<file path="config.mk">
export PLATFORM = sky130hd
export DESIGN_NAME = usb_cdc_control_endpoint_flat
export DESIGN_NICKNAME = d
export VERILOG_FILES = /design/src/ucdc_pkg.sv /design/src/ucdc_if.sv /design/src/ucdc_datapath.sv /design/src/ucdc_ctrl.sv /design/src/usb_cdc_control_endpoint.sv /design/src/flat_wrapper.sv
export SDC_FILE = /design/constraint.sdc
export NUM_CORES = 2
export LEC_CHECK = 0
export ABC_AREA = 1
export ABC_CLOCK_PERIOD_IN_PS = 17460
export BUFFER_PORTS_ARGS = -buffer_cell sky130_fd_sc_hd__buf_2
export CORE_MARGIN = 4
export CORE_UTILIZATION = 65
export CTS_BUF_LIST = sky130_fd_sc_hd__clkbuf_4 sky130_fd_sc_hd__clkbuf_8 sky130_fd_sc_hd__clkbuf_16
export DETAILED_ROUTE_END_ITERATION = 8
export PLACE_DENSITY_LB_ADDON = 0.12
export SLEW_MARGIN = 10
export SYNTH_ARGS = -nofsm -noshare
export SYNTH_HDL_FRONTEND = slang
export SYNTH_SLANG_ARGS = --single-unit
export TNS_END_PERCENT = 100
</file>
<file path="constraint.sdc">
create_clock -name clk -period 17.46 [get_ports clk]
set_input_delay 5.238 -clock clk [delete_from_list [all_inputs] [get_ports clk]]
set_output_delay 5.238 -clock clk [all_outputs]
set_load 0.02 [all_outputs]
</file>
<file path="src/ucdc_pkg.sv">
// ----------------------------------------------------------------------------
// ucdc_pkg
// Shared types, codes and descriptor tables for the endpoint-zero handler.
// ----------------------------------------------------------------------------
package ucdc_pkg;

  localparam int unsigned EP0_PACKET_BYTES_DEF   = 64;
  localparam int unsigned REPLY_BUFFER_BYTES_DEF = 128;

  // Event codes
  localparam logic [2:0] EV_SETUP   = 3'd0;
  localparam logic [2:0] EV_IN_DONE = 3'd1;
  localparam logic [2:0] EV_OUT_DONE = 3'd2;
  localparam logic [2:0] EV_BUS_RST = 3'd3;
  localparam logic [2:0] EV_DISCON  = 3'd4;

  // Action codes
  localparam logic [3:0] ACT_DATA       = 4'd0;
  localparam logic [3:0] ACT_ZLP        = 4'd1;
  localparam logic [3:0] ACT_OUT_STATUS = 4'd2;
  localparam logic [3:0] ACT_OUT7       = 4'd3;
  localparam logic [3:0] ACT_STALL      = 4'd4;
  localparam logic [3:0] ACT_ADDR       = 4'd5;
  localparam logic [3:0] ACT_OPEN       = 4'd6;
  localparam logic [3:0] ACT_CLOSE      = 4'd7;
  localparam logic [3:0] ACT_NONE       = 4'd8;

  // Request codes
  localparam logic [7:0] RQ_GET_STATUS  = 8'h00;
  localparam logic [7:0] RQ_CLR_FEATURE = 8'h01;
  localparam logic [7:0] RQ_SET_FEATURE = 8'h03;
  localparam logic [7:0] RQ_SET_ADDRESS = 8'h05;
  localparam logic [7:0] RQ_GET_DESC    = 8'h06;
  localparam logic [7:0] RQ_GET_CONFIG  = 8'h08;
  localparam logic [7:0] RQ_SET_CONFIG  = 8'h09;
  localparam logic [7:0] RQ_GET_IFACE   = 8'h0A;
  localparam logic [7:0] RQ_SET_IFACE   = 8'h0B;
  localparam logic [7:0] RQ_SET_LINE    = 8'h20;
  localparam logic [7:0] RQ_GET_LINE    = 8'h21;
  localparam logic [7:0] RQ_SET_CTRL    = 8'h22;

  localparam logic [1:0] RT_STANDARD = 2'd0;
  localparam logic [1:0] RT_CLASS    = 2'd1;

  localparam logic [55:0] LINE_CFG_RESET = 56'h0800000001C200;

  // Reply sources
  typedef enum logic [3:0] {
    SRC_DEVICE, SRC_CONFIG, SRC_LANG, SRC_STR1, SRC_STR2, SRC_STR3,
    SRC_CFGVAL, SRC_ZERO, SRC_LINE
  } src_t;

  typedef enum logic [2:0] {
    ST_IDLE, ST_DECODE, ST_LOAD, ST_PRE, ST_EMIT, ST_DONE
  } state_t;

  // Controller to datapath
  typedef struct packed {
    logic       load_start;   // start buffer fill from the decoded source
    logic       load_step;    // write one byte
    logic       chunk_start;  // latch chunk size
    logic       emit_step;    // advance read pointer
    logic       commit;       // apply event state updates
  } dp_cmd_t;

  // Datapath to controller
  typedef struct packed {
    logic       load_done;
    logic       chunk_zero;   // nothing left to send
    logic       chunk_last;   // current byte closes the chunk
  } dp_sts_t;

  function automatic logic [7:0] rom_byte(input src_t s, input logic [6:0] i,
                                          input logic [7:0] ep0_size);
    logic [7:0] b;
    b = 8'h00;
    case (s)
      SRC_DEVICE: begin
        case (i)
          7'd0: b = 8'd18; 7'd1: b = 8'd1; 7'd3: b = 8'h02; 7'd4: b = 8'h02;
          7'd7: b = ep0_size; 7'd8: b = 8'h83; 7'd9: b = 8'h04; 7'd10: b = 8'h40;
          7'd11: b = 8'h57; 7'd13: b = 8'h01; 7'd14: b = 8'd1; 7'd15: b = 8'd2;
          7'd16: b = 8'd3; 7'd17: b = 8'd1;
          default: b = 8'h00;
        endcase
      end
      SRC_CONFIG: begin
        case (i)
          7'd0: b = 8'd9; 7'd1: b = 8'd2; 7'd2: b = 8'd67; 7'd4: b = 8'd2;
          7'd5: b = 8'd1; 7'd7: b = 8'h80; 7'd8: b = 8'd50;
          7'd9: b = 8'd9; 7'd10: b = 8'd4; 7'd13: b = 8'd1; 7'd14: b = 8'h02;
          7'd15: b = 8'h02; 7'd16: b = 8'h01;
          7'd18: b = 8'd5; 7'd19: b = 8'h24; 7'd21: b = 8'h10; 7'd22: b = 8'h01;
          7'd23: b = 8'd5; 7'd24: b = 8'h24; 7'd25: b = 8'h01; 7'd27: b = 8'd1;
          7'd28: b = 8'd4; 7'd29: b = 8'h24; 7'd30: b = 8'h02; 7'd31: b = 8'h02;
          7'd32: b = 8'd5; 7'd33: b = 8'h24; 7'd34: b = 8'h06; 7'd36: b = 8'd1;
          7'd37: b = 8'd7; 7'd38: b = 8'd5; 7'd39: b = 8'h81; 7'd40: b = 8'h03;
          7'd41: b = 8'd8; 7'd43: b = 8'd16;
          7'd44: b = 8'd9; 7'd45: b = 8'd4; 7'd46: b = 8'd1; 7'd48: b = 8'd2;
          7'd49: b = 8'h0A;
          7'd53: b = 8'd7; 7'd54: b = 8'd5; 7'd55: b = 8'h02; 7'd56: b = 8'h02;
          7'd57: b = 8'd64;
          7'd60: b = 8'd7; 7'd61: b = 8'd5; 7'd62: b = 8'h83; 7'd63: b = 8'h02;
          7'd64: b = 8'd64;
          default: b = 8'h00;
        endcase
      end
      SRC_LANG: begin
        case (i)
          7'd0: b = 8'd4; 7'd1: b = 8'd3; 7'd2: b = 8'h09; 7'd3: b = 8'h04;
          default: b = 8'h00;
        endcase
      end
      SRC_STR1: begin
        case (i)
          7'd0: b = 8'd20; 7'd1: b = 8'd3; 7'd2: b = 8'h45; 7'd4: b = 8'h6D;
          7'd6: b = 8'h62; 7'd8: b = 8'h65; 7'd10: b = 8'h64; 7'd12: b = 8'h46;
          7'd14: b = 8'h69; 7'd16: b = 8'h72; 7'd18: b = 8'h65;
          default: b = 8'h00;
        endcase
      end
      SRC_STR2: begin
        case (i)
          7'd0: b = 8'd46; 7'd1: b = 8'd3; 7'd2: b = 8'h53; 7'd4: b = 8'h54;
          7'd6: b = 8'h4D; 7'd8: b = 8'h33; 7'd10: b = 8'h32; 7'd12: b = 8'h20;
          7'd14: b = 8'h54; 7'd16: b = 8'h65; 7'd18: b = 8'h6D; 7'd20: b = 8'h70;
          7'd22: b = 8'h20; 7'd24: b = 8'h4D; 7'd26: b = 8'h6F; 7'd28: b = 8'h6E;
          7'd30: b = 8'h69; 7'd32: b = 8'h74; 7'd34: b = 8'h6F; 7'd36: b = 8'h72;
          7'd38: b = 8'h20; 7'd40: b = 8'h43; 7'd42: b = 8'h44; 7'd44: b = 8'h43;
          default: b = 8'h00;
        endcase
      end
      SRC_STR3: begin
        case (i)
          7'd0: b = 8'd18; 7'd1: b = 8'd3; 7'd2: b = 8'h30; 7'd4: b = 8'h30;
          7'd6: b = 8'h30; 7'd8: b = 8'h31; 7'd10: b = 8'h46; 7'd12: b = 8'h31;
          7'd14: b = 8'h30; 7'd16: b = 8'h33;
          default: b = 8'h00;
        endcase
      end
      default: b = 8'h00;
    endcase
    return b;
  endfunction

endpackage

</file>
<file path="src/ucdc_if.sv">
// ----------------------------------------------------------------------------
// ucdc_in_if / ucdc_out_if
// Valid/ready channels carrying endpoint-zero events and actions.
// ----------------------------------------------------------------------------
interface ucdc_in_if;
  logic        valid;
  logic        ready;
  logic [2:0]  req_type;
  logic [7:0]  request_type_bits;
  logic [7:0]  request_code;
  logic [15:0] request_value;
  logic [15:0] request_length;
  logic [6:0]  out_count;
  logic [55:0] out_payload;
  modport source (output valid, req_type, request_type_bits, request_code,
                  request_value, request_length, out_count, out_payload,
                  input ready);
  modport sink (input valid, req_type, request_type_bits, request_code,
                request_value, request_length, out_count, out_payload,
                output ready);
endinterface

interface ucdc_out_if;
  logic       valid;
  logic       ready;
  logic [3:0] action;
  logic [7:0] data_byte;
  logic [6:0] device_address;
  logic [7:0] configured_value;
  logic       last;
  modport source (output valid, action, data_byte, device_address,
                  configured_value, last, input ready);
  modport sink (input valid, action, data_byte, device_address,
                configured_value, last, output ready);
endinterface

</file>
<file path="src/ucdc_datapath.sv">
// ----------------------------------------------------------------------------
// ucdc_datapath
// Reply buffer, reply pointers, configuration and line coding storage.
// ----------------------------------------------------------------------------
module ucdc_datapath #(
  parameter int unsigned EP0_PACKET_BYTES   = ucdc_pkg::EP0_PACKET_BYTES_DEF,
  parameter int unsigned REPLY_BUFFER_BYTES = ucdc_pkg::REPLY_BUFFER_BYTES_DEF
) (
  input  logic               clk,
  input  logic               rst,
  input  ucdc_pkg::dp_cmd_t  cmd,
  output ucdc_pkg::dp_sts_t  sts,
  // decoded event
  input  ucdc_pkg::src_t     src,
  input  logic [7:0]         src_len,
  input  logic [15:0]        req_len,
  input  logic               do_reply,      // decode starts a reply
  input  logic               do_status,     // commit clears the reply
  input  logic               do_busreset,
  input  logic               do_setcfg,
  input  logic               do_clrcfg,
  input  logic               do_line,
  input  logic               set_await,
  input  logic               clr_await,
  input  logic               in_done_zlp,   // IN done takes the trailing packet
  input  logic [7:0]         cfg_wr,
  input  logic [55:0]        payload,
  output logic               await_line,
  output logic               has_data,
  output logic               trail_pend,
  output logic [7:0]         cfg_value,
  output logic [7:0]         rd_byte
);

  localparam int unsigned AW = $clog2(REPLY_BUFFER_BYTES);
  localparam int unsigned LW = $clog2(REPLY_BUFFER_BYTES + 1);
  localparam int unsigned CW = $clog2(EP0_PACKET_BYTES + 1);

  logic [7:0]  mem [REPLY_BUFFER_BYTES];
  logic [LW-1:0] rlen, rpos, wcnt, wlen;
  logic [CW-1:0] ccnt;
  logic [55:0] line;
  logic [7:0]  wbyte;
  logic [16:0] clip;
  logic [LW-1:0] clip_len, remain;
  logic          trail_next;

  // Clip reply length to the host request and the buffer size
  always_comb begin
    clip = {9'd0, src_len};
    if ({1'b0, req_len} < clip) clip = {1'b0, req_len};
    if (clip > 17'(REPLY_BUFFER_BYTES)) clip = 17'(REPLY_BUFFER_BYTES);
    clip_len = LW'(clip);
    trail_next = (clip < {1'b0, req_len}) && (clip % 17'(EP0_PACKET_BYTES) == 17'd0);
  end

  // Select the byte to store
  always_comb begin
    case (src)
      ucdc_pkg::SRC_CFGVAL: wbyte = (wcnt == '0) ? cfg_value : 8'h00;
      ucdc_pkg::SRC_ZERO:   wbyte = 8'h00;
      ucdc_pkg::SRC_LINE:   wbyte = line[{wcnt[2:0], 3'b000} +: 8];
      default: wbyte = ucdc_pkg::rom_byte(src, 7'(wcnt), 8'(EP0_PACKET_BYTES));
    endcase
  end

  // Fill and read the reply buffer
  always_ff @(posedge clk) begin
    if (cmd.load_start) begin end
    if (cmd.load_step) mem[AW'(wcnt)] <= wbyte;
    rd_byte <= mem[AW'(cmd.emit_step ? rpos + LW'(1) : rpos)];
  end

  assign remain = rlen - rpos;

  always_ff @(posedge clk) begin
    if (rst) begin
      rlen <= '0; rpos <= '0; trail_pend <= 1'b0; cfg_value <= 8'h00;
      await_line <= 1'b0; line <= ucdc_pkg::LINE_CFG_RESET;
      wcnt <= '0; wlen <= '0; ccnt <= '0;
    end else begin
      // load counter
      if (cmd.load_start) begin
        wcnt <= '0;
        wlen <= clip_len;
      end else if (cmd.load_step) begin
        wcnt <= wcnt + LW'(1);
      end
      // chunk counter
      if (cmd.chunk_start) begin
        ccnt <= (remain > LW'(EP0_PACKET_BYTES)) ? CW'(EP0_PACKET_BYTES) : CW'(remain);
      end else if (cmd.emit_step) begin
        ccnt <= ccnt - CW'(1);
        rpos <= rpos + LW'(1);
      end
      // set up the reply pointers at decode so the first chunk sees them
      if (cmd.load_start && do_reply) begin
        rlen <= clip_len; rpos <= '0; trail_pend <= trail_next;
      end
      // event state
      if (cmd.commit) begin
        if (do_status || do_busreset) begin
          rlen <= '0; rpos <= '0; trail_pend <= 1'b0;
        end
        if (in_done_zlp) trail_pend <= 1'b0;
        if (do_setcfg) cfg_value <= cfg_wr;
        if (do_clrcfg) cfg_value <= 8'h00;
        if (do_line) line <= payload;
        if (set_await) await_line <= 1'b1;
        if (clr_await) await_line <= 1'b0;
      end
    end
  end

  assign has_data = rpos < rlen;
  assign sts.load_done  = (wcnt == wlen);
  assign sts.chunk_zero = (remain == '0);
  assign sts.chunk_last = (ccnt == CW'(1));

`ifndef NO_ASSERTIONS
  a_pos_bound: assert property (@(posedge clk) disable iff (rst) rpos <= rlen)
    else $error("reply position past reply length");
  a_len_bound: assert property (@(posedge clk) disable iff (rst)
    rlen <= LW'(REPLY_BUFFER_BYTES)) else $error("reply length past buffer");
  a_chunk: assert property (@(posedge clk) disable iff (rst)
    cmd.emit_step |-> ccnt != '0) else $error("emit past chunk end");
`endif

endmodule

</file>
<file path="src/ucdc_ctrl.sv">
// ----------------------------------------------------------------------------
// ucdc_ctrl
// Event decode and sequencing of buffer fill and result emission.
// ----------------------------------------------------------------------------
module ucdc_ctrl (
  input  logic               clk,
  input  logic               rst,
  ucdc_in_if.sink            in_ch,
  ucdc_out_if.source         out_ch,
  output ucdc_pkg::dp_cmd_t  cmd,
  input  ucdc_pkg::dp_sts_t  sts,
  output ucdc_pkg::src_t     src,
  output logic [7:0]         src_len,
  output logic [15:0]        req_len,
  output logic               do_reply,
  output logic               do_status,
  output logic               do_busreset,
  output logic               do_setcfg,
  output logic               do_clrcfg,
  output logic               do_line,
  output logic               set_await,
  output logic               clr_await,
  output logic               in_done_zlp,
  output logic [7:0]         cfg_wr,
  output logic [55:0]        payload,
  input  logic               await_line,
  input  logic               has_data,
  input  logic               trail_pend,
  input  logic [7:0]         cfg_value,
  input  logic [7:0]         rd_byte
);

  ucdc_pkg::state_t state, state_next;

  // latched event
  logic [2:0]  ev;
  logic [1:0]  rtype;
  logic [7:0]  code;
  logic [15:0] value;
  logic [6:0]  cnt;

  // decoded single action (before optional status/data)
  logic [3:0]  pre_act;     // first action
  logic        has_pre;     // a first result precedes the main one
  logic [3:0]  main_act;    // main single result when not sending data
  logic        send_data;   // main part is a chunk of the buffer
  logic        is_stall;

  // output register
  logic        ovalid;
  logic [3:0]  oact;
  logic [7:0]  obyte;
  logic [6:0]  oaddr;
  logic        olast;

  always_ff @(posedge clk) begin
    if (in_ch.valid && in_ch.ready) begin
      ev <= in_ch.req_type;
      rtype <= in_ch.request_type_bits[6:5];
      code <= in_ch.request_code;
      value <= in_ch.request_value;
      req_len <= in_ch.request_length;
      cnt <= in_ch.out_count;
      payload <= in_ch.out_payload;
    end
  end

  // Decode the latched event
  always_comb begin
    src = ucdc_pkg::SRC_ZERO; src_len = 8'd0;
    do_reply = 1'b0; do_status = 1'b0; do_busreset = 1'b0; do_setcfg = 1'b0;
    do_clrcfg = 1'b0; do_line = 1'b0; set_await = 1'b0; clr_await = 1'b0;
    in_done_zlp = 1'b0; cfg_wr = value[7:0];
    pre_act = ucdc_pkg::ACT_NONE; has_pre = 1'b0; main_act = ucdc_pkg::ACT_NONE;
    send_data = 1'b0; is_stall = 1'b0;
    case (ev)
      ucdc_pkg::EV_SETUP: begin
        clr_await = 1'b1;
        if (rtype == ucdc_pkg::RT_STANDARD) begin
          case (code)
            ucdc_pkg::RQ_GET_DESC: begin
              do_reply = 1'b1;
              if (value[15:8] == 8'd1) begin
                src = ucdc_pkg::SRC_DEVICE; src_len = 8'd18;
              end else if (value[15:8] == 8'd2) begin
                src = ucdc_pkg::SRC_CONFIG; src_len = 8'd67;
              end else if (value[15:8] == 8'd3 && value[7:0] == 8'd0) begin
                src = ucdc_pkg::SRC_LANG; src_len = 8'd4;
              end else if (value[15:8] == 8'd3 && value[7:0] == 8'd1) begin
                src = ucdc_pkg::SRC_STR1; src_len = 8'd20;
              end else if (value[15:8] == 8'd3 && value[7:0] == 8'd2) begin
                src = ucdc_pkg::SRC_STR2; src_len = 8'd46;
              end else if (value[15:8] == 8'd3 && value[7:0] == 8'd3) begin
                src = ucdc_pkg::SRC_STR3; src_len = 8'd18;
              end else begin
                do_reply = 1'b0; is_stall = 1'b1;
              end
            end
            ucdc_pkg::RQ_SET_ADDRESS: begin
              has_pre = 1'b1; pre_act = ucdc_pkg::ACT_ADDR;
              do_status = 1'b1; main_act = ucdc_pkg::ACT_ZLP;
            end
            ucdc_pkg::RQ_SET_CONFIG: begin
              do_setcfg = 1'b1; has_pre = 1'b1;
              pre_act = (value[7:0] != 8'd0) ? ucdc_pkg::ACT_OPEN : ucdc_pkg::ACT_CLOSE;
              do_status = 1'b1; main_act = ucdc_pkg::ACT_ZLP;
            end
            ucdc_pkg::RQ_GET_CONFIG: begin
              do_reply = 1'b1; src = ucdc_pkg::SRC_CFGVAL; src_len = 8'd1;
            end
            ucdc_pkg::RQ_GET_STATUS: begin
              do_reply = 1'b1; src = ucdc_pkg::SRC_ZERO; src_len = 8'd2;
            end
            ucdc_pkg::RQ_GET_IFACE: begin
              do_reply = 1'b1; src = ucdc_pkg::SRC_ZERO; src_len = 8'd1;
            end
            ucdc_pkg::RQ_SET_IFACE, ucdc_pkg::RQ_CLR_FEATURE,
            ucdc_pkg::RQ_SET_FEATURE: begin
              do_status = 1'b1; main_act = ucdc_pkg::ACT_ZLP;
            end
            default: is_stall = 1'b1;
          endcase
        end else if (rtype == ucdc_pkg::RT_CLASS) begin
          case (code)
            ucdc_pkg::RQ_GET_LINE: begin
              do_reply = 1'b1; src = ucdc_pkg::SRC_LINE; src_len = 8'd7;
            end
            ucdc_pkg::RQ_SET_LINE: begin
              set_await = 1'b1; clr_await = 1'b0; main_act = ucdc_pkg::ACT_OUT7;
            end
            ucdc_pkg::RQ_SET_CTRL: begin
              do_status = 1'b1; main_act = ucdc_pkg::ACT_ZLP;
            end
            default: is_stall = 1'b1;
          endcase
        end else begin
          is_stall = 1'b1;
        end
        if (is_stall) main_act = ucdc_pkg::ACT_STALL;
        send_data = do_reply;
      end
      ucdc_pkg::EV_IN_DONE: begin
        if (has_data) begin
          send_data = 1'b1;
        end else if (trail_pend) begin
          in_done_zlp = 1'b1; main_act = ucdc_pkg::ACT_ZLP;
        end else begin
          main_act = ucdc_pkg::ACT_OUT_STATUS;
        end
      end
      ucdc_pkg::EV_OUT_DONE: begin
        do_line = await_line && (cnt == 7'd7);
        clr_await = 1'b1; do_status = 1'b1; main_act = ucdc_pkg::ACT_ZLP;
      end
      ucdc_pkg::EV_BUS_RST: begin
        do_busreset = 1'b1; do_clrcfg = 1'b1; clr_await = 1'b1;
      end
      ucdc_pkg::EV_DISCON: do_clrcfg = 1'b1;
      default: main_act = ucdc_pkg::ACT_NONE;
    endcase
  end

  wire obusy = ovalid && !out_ch.ready;

  // Next state
  always_comb begin
    state_next = state;
    case (state)
      ucdc_pkg::ST_IDLE:   if (in_ch.valid) state_next = ucdc_pkg::ST_DECODE;
      ucdc_pkg::ST_DECODE: state_next = (do_reply && ev == ucdc_pkg::EV_SETUP)
                                        ? ucdc_pkg::ST_LOAD : ucdc_pkg::ST_PRE;
      ucdc_pkg::ST_LOAD:   if (sts.load_done) state_next = ucdc_pkg::ST_PRE;
      ucdc_pkg::ST_PRE: begin
        if (!obusy) begin
          if (has_pre) state_next = ucdc_pkg::ST_DONE;
          else if (send_data && !sts.chunk_zero) state_next = ucdc_pkg::ST_EMIT;
          else state_next = ucdc_pkg::ST_IDLE;
        end
      end
      ucdc_pkg::ST_DONE:   if (!obusy) state_next = ucdc_pkg::ST_IDLE;
      ucdc_pkg::ST_EMIT:   if (!obusy && sts.chunk_last) state_next = ucdc_pkg::ST_IDLE;
      default: state_next = ucdc_pkg::ST_IDLE;
    endcase
  end

  always_ff @(posedge clk) begin
    if (rst) state <= ucdc_pkg::ST_IDLE;
    else state <= state_next;
  end

  // Outputs
  always_comb begin
    cmd = '0;
    in_ch.ready = (state == ucdc_pkg::ST_IDLE);
    case (state)
      ucdc_pkg::ST_DECODE: cmd.load_start = 1'b1;
      ucdc_pkg::ST_LOAD:   cmd.load_step = !sts.load_done;
      ucdc_pkg::ST_PRE: begin
        cmd.commit = !obusy;
        cmd.chunk_start = !obusy;
      end
      ucdc_pkg::ST_EMIT:   cmd.emit_step = !obusy;
      default: cmd = '0;
    endcase
  end

  // Output register: hold while stalled, load one beat per step
  always_ff @(posedge clk) begin
    if (rst) begin
      ovalid <= 1'b0;
    end else if (!obusy) begin
      ovalid <= 1'b0;
      case (state)
        ucdc_pkg::ST_PRE: begin
          ovalid <= has_pre || !(send_data && !sts.chunk_zero);
          oact <= has_pre ? pre_act : (send_data ? ucdc_pkg::ACT_ZLP : main_act);
          oaddr <= (has_pre && pre_act == ucdc_pkg::ACT_ADDR) ? value[6:0] : 7'd0;
          obyte <= 8'd0;
          olast <= !has_pre;
        end
        ucdc_pkg::ST_DONE: begin
          ovalid <= 1'b1; oact <= main_act; oaddr <= 7'd0; obyte <= 8'd0;
          olast <= 1'b1;
        end
        ucdc_pkg::ST_EMIT: begin
          ovalid <= 1'b1; oact <= ucdc_pkg::ACT_DATA; oaddr <= 7'd0;
          obyte <= rd_byte; olast <= sts.chunk_last;
        end
        default: ovalid <= 1'b0;
      endcase
    end
  end

  assign out_ch.valid = ovalid;
  assign out_ch.action = oact;
  assign out_ch.data_byte = obyte;
  assign out_ch.device_address = oaddr;
  assign out_ch.configured_value = cfg_value;
  assign out_ch.last = olast;

`ifndef NO_ASSERTIONS
  a_idle_accept: assert property (@(posedge clk) disable iff (rst)
    in_ch.ready |-> state == ucdc_pkg::ST_IDLE) else $error("ready outside idle");
  a_hold: assert property (@(posedge clk) disable iff (rst)
    (out_ch.valid && !out_ch.ready) |=> out_ch.valid && $stable(oact))
    else $error("beat dropped while stalled");
  a_load_done: assert property (@(posedge clk) disable iff (rst)
    (state == ucdc_pkg::ST_LOAD && sts.load_done) |=> state == ucdc_pkg::ST_PRE)
    else $error("fill did not finish");
`endif

endmodule

</file>
<file path="src/usb_cdc_control_endpoint.sv">
// ----------------------------------------------------------------------------
// usb_cdc_control_endpoint
// Endpoint-zero request handler with descriptor ROMs and CDC line coding.
// ----------------------------------------------------------------------------
//  channel  | dir | carries
//  in_ch    | in  | one endpoint-zero event per beat
//  out_ch   | out | one action per beat, last marks the event's final beat
//
// An event is accepted in idle and decoded in the next cycle. A reply fills the
// reply buffer one byte a cycle, then, while the output is not stalled, streams
// one byte a cycle through the single buffer read port, up to EP0_PACKET_BYTES
// per event. Other events give one or two beats. A stalled output holds the
// current beat. Synchronous reset clears all but buffer, event and output data.
module usb_cdc_control_endpoint #(
  parameter int unsigned EP0_PACKET_BYTES   = ucdc_pkg::EP0_PACKET_BYTES_DEF,
  parameter int unsigned REPLY_BUFFER_BYTES = ucdc_pkg::REPLY_BUFFER_BYTES_DEF
) (
  input logic        clk,
  input logic        rst,
  ucdc_in_if.sink    in_ch,
  ucdc_out_if.source out_ch
);

  ucdc_pkg::dp_cmd_t cmd;
  ucdc_pkg::dp_sts_t sts;
  ucdc_pkg::src_t    src;
  logic [7:0]  src_len, cfg_wr, cfg_value, rd_byte;
  logic [15:0] req_len;
  logic [55:0] payload;
  logic do_reply, do_status, do_busreset, do_setcfg, do_clrcfg, do_line;
  logic set_await, clr_await, in_done_zlp, await_line, has_data, trail_pend;

  ucdc_ctrl u_ctrl (
    .clk, .rst, .in_ch, .out_ch, .cmd, .sts, .src, .src_len, .req_len,
    .do_reply, .do_status, .do_busreset, .do_setcfg, .do_clrcfg, .do_line,
    .set_await, .clr_await, .in_done_zlp, .cfg_wr, .payload, .await_line,
    .has_data, .trail_pend, .cfg_value, .rd_byte
  );

  ucdc_datapath #(
    .EP0_PACKET_BYTES(EP0_PACKET_BYTES), .REPLY_BUFFER_BYTES(REPLY_BUFFER_BYTES)
  ) u_dp (
    .clk, .rst, .cmd, .sts, .src, .src_len, .req_len,
    .do_reply, .do_status, .do_busreset, .do_setcfg, .do_clrcfg, .do_line,
    .set_await, .clr_await, .in_done_zlp, .cfg_wr, .payload, .await_line,
    .has_data, .trail_pend, .cfg_value, .rd_byte
  );

endmodule
</file>
<file path="src/flat_wrapper.sv">
// flat-port wrapper written by rule: the top's interface ports become plain ports
module usb_cdc_control_endpoint_flat 
#(
  parameter int unsigned EP0_PACKET_BYTES   = ucdc_pkg::EP0_PACKET_BYTES_DEF,
  parameter int unsigned REPLY_BUFFER_BYTES = ucdc_pkg::REPLY_BUFFER_BYTES_DEF
)
  (clk, rst, in_ch_valid, in_ch_req_type, in_ch_request_type_bits, in_ch_request_code, in_ch_request_value, in_ch_request_length, in_ch_out_count, in_ch_out_payload, in_ch_ready, out_ch_valid, out_ch_action, out_ch_data_byte, out_ch_device_address, out_ch_configured_value, out_ch_last, out_ch_ready);
  ucdc_in_if in_ch_i ();
  ucdc_out_if out_ch_i ();
  input logic clk;
  input logic rst;
  input wire logic [$bits(in_ch_i.valid)-1:0] in_ch_valid;
  input wire logic [$bits(in_ch_i.req_type)-1:0] in_ch_req_type;
  input wire logic [$bits(in_ch_i.request_type_bits)-1:0] in_ch_request_type_bits;
  input wire logic [$bits(in_ch_i.request_code)-1:0] in_ch_request_code;
  input wire logic [$bits(in_ch_i.request_value)-1:0] in_ch_request_value;
  input wire logic [$bits(in_ch_i.request_length)-1:0] in_ch_request_length;
  input wire logic [$bits(in_ch_i.out_count)-1:0] in_ch_out_count;
  input wire logic [$bits(in_ch_i.out_payload)-1:0] in_ch_out_payload;
  output wire logic [$bits(in_ch_i.ready)-1:0] in_ch_ready;
  output wire logic [$bits(out_ch_i.valid)-1:0] out_ch_valid;
  output wire logic [$bits(out_ch_i.action)-1:0] out_ch_action;
  output wire logic [$bits(out_ch_i.data_byte)-1:0] out_ch_data_byte;
  output wire logic [$bits(out_ch_i.device_address)-1:0] out_ch_device_address;
  output wire logic [$bits(out_ch_i.configured_value)-1:0] out_ch_configured_value;
  output wire logic [$bits(out_ch_i.last)-1:0] out_ch_last;
  input wire logic [$bits(out_ch_i.ready)-1:0] out_ch_ready;
  assign in_ch_i.valid = in_ch_valid;
  assign in_ch_i.req_type = in_ch_req_type;
  assign in_ch_i.request_type_bits = in_ch_request_type_bits;
  assign in_ch_i.request_code = in_ch_request_code;
  assign in_ch_i.request_value = in_ch_request_value;
  assign in_ch_i.request_length = in_ch_request_length;
  assign in_ch_i.out_count = in_ch_out_count;
  assign in_ch_i.out_payload = in_ch_out_payload;
  assign in_ch_ready = in_ch_i.ready;
  assign out_ch_valid = out_ch_i.valid;
  assign out_ch_action = out_ch_i.action;
  assign out_ch_data_byte = out_ch_i.data_byte;
  assign out_ch_device_address = out_ch_i.device_address;
  assign out_ch_configured_value = out_ch_i.configured_value;
  assign out_ch_last = out_ch_i.last;
  assign out_ch_i.ready = out_ch_ready;
  usb_cdc_control_endpoint #(.EP0_PACKET_BYTES(EP0_PACKET_BYTES), .REPLY_BUFFER_BYTES(REPLY_BUFFER_BYTES)) u_core (.clk(clk), .rst(rst), .in_ch(in_ch_i), .out_ch(out_ch_i));
endmodule
</file>
* Word-level counts from Yosys, hierarchy flattened
Memories as Yosys holds them, arrays and structs flattened. A register that Yosys moved wholly into a read port is not among the register bits.
Cells that the tools add are included.
** Operators by class
- Add/subtract/negate cells :: 4
- $mul :: 0
- Div/mod/pow operators :: 0
- $lt $le $gt $ge :: 5
- Eq/ne operators :: 47
- Shift operators :: 1
- Multiplexer cells :: 145
- Bitwise operators :: 2
- Reductions and logical operators :: 58
** Operator list (count)
- $mux 8 :: 17
- $mux 1 :: 58
- $mux 7 :: 8
- $shiftx 56x7->8 :: 1
- $mux 4 :: 13
- $pmux 8 s6 :: 1
- $eq 8x2->1 const B :: 5
- $mux 3 :: 13
- $pmux 4 s3 :: 3
- $mux 5 :: 7
- $eq 8x4->1 const B :: 4
- $logic_not 8->1 :: 4
- $mux 6 :: 5
- $eq 8x1->1 const B :: 3
- $eq 8x6->1 const B :: 3
- $pmux 8 s3 :: 1
- $pmux 7 s3 :: 1
- $eq 4x3->1 const B :: 5
- $pmux 3 s6 :: 1
- $gt 17x8->1 const B :: 1
- $logic_not 17->1 :: 1
- $lt 17x16->1 :: 1
- $mux 17 :: 1
- $add 8x1->8 const B :: 2
- 44 further kinds :: 103
** Word-level totals
- Bits in registers :: 237
- Latch bits :: 0
- Memory bits (writable) :: 1024
- Bits in read-only memories :: 2080
- Input bits :: 118
- Output and inout bits :: 30
- Word-level logic and storage cells :: 290
- Memories kept :: 6
** Memory list
- (name not given) :: depth 128, width 8, read ports 1, clocked after Yosys merged registers in 1, write ports 0, RTL line ucdc_pkg.sv:88 : case (i)
- u_core.u_dp.mem :: depth 128, width 8, read ports 1, clocked after Yosys merged registers in 1, write ports 1, RTL line ucdc_datapath.sv:39 : logic [7:0] mem [REPLY_BUFFER_BYTES];
- (name not given) :: depth 64, width 7, read ports 1, clocked after Yosys merged registers in 1, write ports 0, RTL line ucdc_pkg.sv:123 : case (i)
- (name not given) :: depth 32, width 7, read ports 1, clocked after Yosys merged registers in 1, write ports 0, RTL line ucdc_pkg.sv:115 : case (i)
- (name not given) :: depth 32, width 6, read ports 1, clocked after Yosys merged registers in 1, write ports 0, RTL line ucdc_pkg.sv:79 : case (i)
- (name not given) :: depth 32, width 6, read ports 1, clocked after Yosys merged registers in 1, write ports 0, RTL line ucdc_pkg.sv:134 : case (i)

* Depth between registers and ports, before layout
- Word-level depth :: 21
- Depth in mapped cells :: 29

* Cells and area by module
From an unflattened synthesis, not the netlist that was laid out.
** Unflattened totals
- Cells, all modules :: 4771
- Area total of the unflattened synthesis :: 53989.3 sq um
** Modules (own cells, without submodules)
- ucdc_datapath :: instances 1, cells each 4365, area each 48733.0 sq um
- ucdc_ctrl :: instances 1, cells each 406, area each 5256.3 sq um

* Least setup slack after synthesis
Ideal clock, no wire load.
- Path type :: input -> register
- From :: in in_ch_valid
- To :: reg u_core.u_ctrl.cnt[0] (enable)
- Setup time :: 576 ps
- Data arrival time :: 9731 ps
- Required time :: 16884 ps
- Path slack :: 7152 ps
- Stages on the path :: 2
- Path buffers :: 0
- Cells stage by stage :: inv_1 -> nor2_1
** On the way
- Cells in the longest elaborated chain, start to end :: 1
** RTL lines
- from (decl) :: RTL line flat_wrapper.sv:12 : input wire logic [$bits(in_ch_i.valid)-1:0] in_ch_valid;
- $logic_and 1x1->1 :: RTL line ucdc_ctrl.sv:57 : if (in_ch.valid && in_ch.ready) begin
- to (signal assigned) :: RTL line ucdc_ctrl.sv:63 : cnt <= in_ch.out_count;
- to (decl) :: RTL line ucdc_ctrl.sv:40 : logic [6:0] cnt;
No other way between the ends.
A chain may end at the register's enable or synchronous reset.

* Worst setup path in the final report
- From :: in out_ch_ready
- To :: reg u_core.u_dp.rd_byte[4] (read register of u_core.u_dp.mem)
** On the way
- Cells in the longest elaborated chain, start to end :: 5
** RTL lines
- from (decl) :: RTL line flat_wrapper.sv:27 : input wire logic [$bits(out_ch_i.ready)-1:0] out_ch_ready;
- $logic_not 1->1 :: RTL line ucdc_ctrl.sv:163 : wire obusy = ovalid && !out_ch.ready;
- $logic_and 1x1->1 :: RTL line ucdc_ctrl.sv:163
- $logic_not 1->1
- $mux 1 :: RTL line ucdc_ctrl.sv:195 : case (state)
- $mux 8
- to (decl) :: RTL line ucdc_datapath.sv:32 : output logic [7:0] rd_byte
No other way between the ends.

==> impl_metrics.json <==
{
  "grt_pass1_vias": 35300,
  "finalCriticalPeriod_ns": 9.80,
  "synth-seq-cells": 1302,
  "std_cell_rows": 105,
  "ant_nets": 0,
  "synthSimpleGateAreaFrac": 0.131,
  "syn_area_per_cell_um2": 11.5,
  "status": "finished clean",
  "synth-xor-area-share": 0.00369,
  "clock_latency_ns": 0.73,
  "synth_edf_count": 1152,
  "met3_usage": 0.0543,
  "synthMuxAreaShare": 0,
  "coreArea_um2": 82400,
  "initial_utilization": 0.658,
  "use_met1": 0.418,
  "viasPerCell": 6.16,
  "grt_pass1_wl_um": 207000,
  "cts_hold_buffers": 0,
  "crit_fanout": 80,
  "synth_top_family_by_area": "simple AND/OR/NAND/NOR gates",
  "cts-resized-gates": 0,
  "die-area_um2": 88100,
  "hold_violations": 0,
  "layout-drive-gt1-share": 0.0950,
  "critPathRequiredTime_ns": 18.13,
  "grtUsageTotal": 0.303,
  "yosys_warnings": 0,
  "busiest_layer": "met2",
  "report.final.slew_viol_count": 0,
  "maxCapViolCount": 0,
  "die_y_um": 297,
  "vias": 36600,
  "routed_wl_um": 135000,
  "gp_congestion": 0.924,
  "cp.arrival_ns": 10.46,
  "clock_sinks": 1302,
  "ys_types": 57,
  "fin_tns_setup_ns": 0,
  "clkTransAtPathRegs_ns": 0.06,
  "ctsRootBufferMaster": "clkbuf_16",
  "area_delta_synth_final_pct": 10.2,
  "setup_viol": 0,
  "max_freq_ghz": 0.102,
  "post_cts_buffers": 0,
  "fp.dieW_um": 297,
  "period_share": 0.561,
  "ys_async_sr_fraction": 0,
  "design.portCount": 148,
  "mostFrequentLayoutCells": "edfxtp_1 (1152), nor2_1 (662), nand2_1 (647)",
  "grt_max_degree": 199,
  "hp-class": "reg2reg",
  "post_drt_wl_per_cell_um": 22.8,
  "power.density_nw_per_um2": 125,
  "grt_use_met2": 0.479,
  "cts.path.max_buffers": 3,
  "drc": 0,
  "synth_top_flop_cell": "edfxtp_1",
  "finish.utilization": 0.725,
  "reg2reg_slack_ns": 11.68,
  "end_kind": "register",
  "rsz0062_at_grt": "false",
  "antenna_found_initial": 3,
  "criticalPathCategory": "in2reg",
  "final_nets": 4932,
  "drt-initial-drc-count": 4125,
  "htreeDepth": 4,
  "dr.pass1.iters": 9,
  "synth_cells": 4707,
  "clock_skew_ns": 0.0297,
  "io_buffers": 141,
  "ir_worst_vdd_mv": 0.103,
  "cp-start-kind": "input pin",
  "layout_commonest_cell": "edfxtp_1",
  "tightest_slew_ns": 1.26,
  "grt.overflow.total": 0,
  "synthAdderAreaFrac": 0.00960,
  "seq_area_frac_synth": 0.693,
  "cellLeakagePower_uw": 0.0199,
  "maxSlewHeadroom": 0.157,
  "syn_area_um2": 54200,
  "cts_made_buffers": 134,
  "hpwl_um": 79800,
  "synth_compound_area_frac": 0.123,
  "cts_tree": "built"
}
==> through the flow <==
stage / instances / power, uW / instance area (um2) / hold slack (ns) / setup WS (ns)
after floorplan: 4715 / 4470 / 54300 / 0.422 / 7.15
after global placement: 5707 / 4730 / 55500 / 0.436 / 7.09
after detailed placement: 5707 / 4750 / 55500 / 0.442 / 7.10
after CTS: 5944 / 7460 / 59800 / 0.452 / 7.84
after global routing: 5945 / 7740 / 59800 / 0.468 / 7.31
final: 5945 / 7450 / 59800 / 0.453 / 7.66
==> power by group <==
group | switching (uW) | total (uW) | internal, uW
logic | 877 | 1160 | 287
registers | 48.3 | 3540 | 3490
clock network | 1150 | 2750 | 1590
==> critical path: stages <==
cell	delay [ns]
buf_2	0.12
nor2_2	0.30
inv_2	0.10
nand2_4	0.18
nand2_1	0.12
o21ai_4	0.30
buf_4	0.82
buf_4	0.78
buf_4	0.81
o21ai_0	0.22
o22ai_1	0.27
nand2_1	0.07
nand2_1	0.08
nand2_1	0.04
nand3_1	0.24
nand3_1	0.25
nand2_1	0.12
nand2_1	0.05
nand2_1	0.07
==> logic make-up (layout without fill, tap and decap cells) <==
family	Yosys count	in the layout
AOI/OAI and AO/OA	1140	1140
xor gates and xnor gates	22	22
adders and majority gates	41	41
buffers and inverters	490	649
DFF	1302	1302
other	1	10
and+or+nand+nor	1711	1711
==> final cells by class <==
type / instances / area (um2)
flip-flops and latches: 1302 / 37600
clock inverters: 58 / 432
well taps: 1070 / 1340
multi-input cells: 2923 / 14600
diodes: 1 / 2.50
repair buffers: 192 / 1110
fillers: 5423 / 22600
clock buffers: 179 / 3810
inverters: 220 / 833
==> final timing paths <==
path                                                start                      to  depth (start not counted)
worst min-delay path            u_core.u_ctrl.payload[15]    u_core.u_dp.line[15]                          2
worst max-delay path                         out_ch_ready  u_core.u_dp.rd_byte[4]                         19
worst max register to register     u_core.u_ctrl.state[2]  u_core.u_dp.rd_byte[7]                         18
worst min register to register  u_core.u_ctrl.payload[15]    u_core.u_dp.line[15]                          2
==> flip-flops by register name, indices dropped and copies added, names as in the netlist, 16 cells and up, named ones only <==
| signal | count |
|---|---|
| u_core.u_dp.mem | 1024 |
| u_core.u_ctrl.payload | 56 |
| u_core.u_ctrl.value | 16 |
| u_core.u_dp.line | 56 |
| u_core.u_ctrl.req_len | 16 |
==> per-layer routing <==
metal	part of all wire	routed length [um]	vias up
li1	-	-	17000
met3	0.089	12100	366
met2	0.47	63900	1825
met4	0.047	6340	0
met1	0.39	53000	17400
met5	0	0	-
==> synth_stat cells (68+ instances only) <==
| library cell | instances | area share |
|---|---|---|
| nand3_1 | 297 | 0.027 |
| o21bai_1 | 161 | 0.022 |
| inv_1 | 201 | 0.014 |
| dfxtp_1 | 150 | 0.055 |
| nand2_1 | 647 | 0.045 |
| clkbuf_1 | 68 | 0.0047 |
| o22ai_1 | 116 | 0.013 |
| o21ai_0 | 295 | 0.027 |
| buf_2 | 167 | 0.015 |
| o21ai_1 | 343 | 0.032 |
| nor2_1 | 663 | 0.046 |
| o211ai_1 | 122 | 0.017 |
| edfxtp_1 | 1152 | 0.64 |
Power figures use the tool's default switching activity.
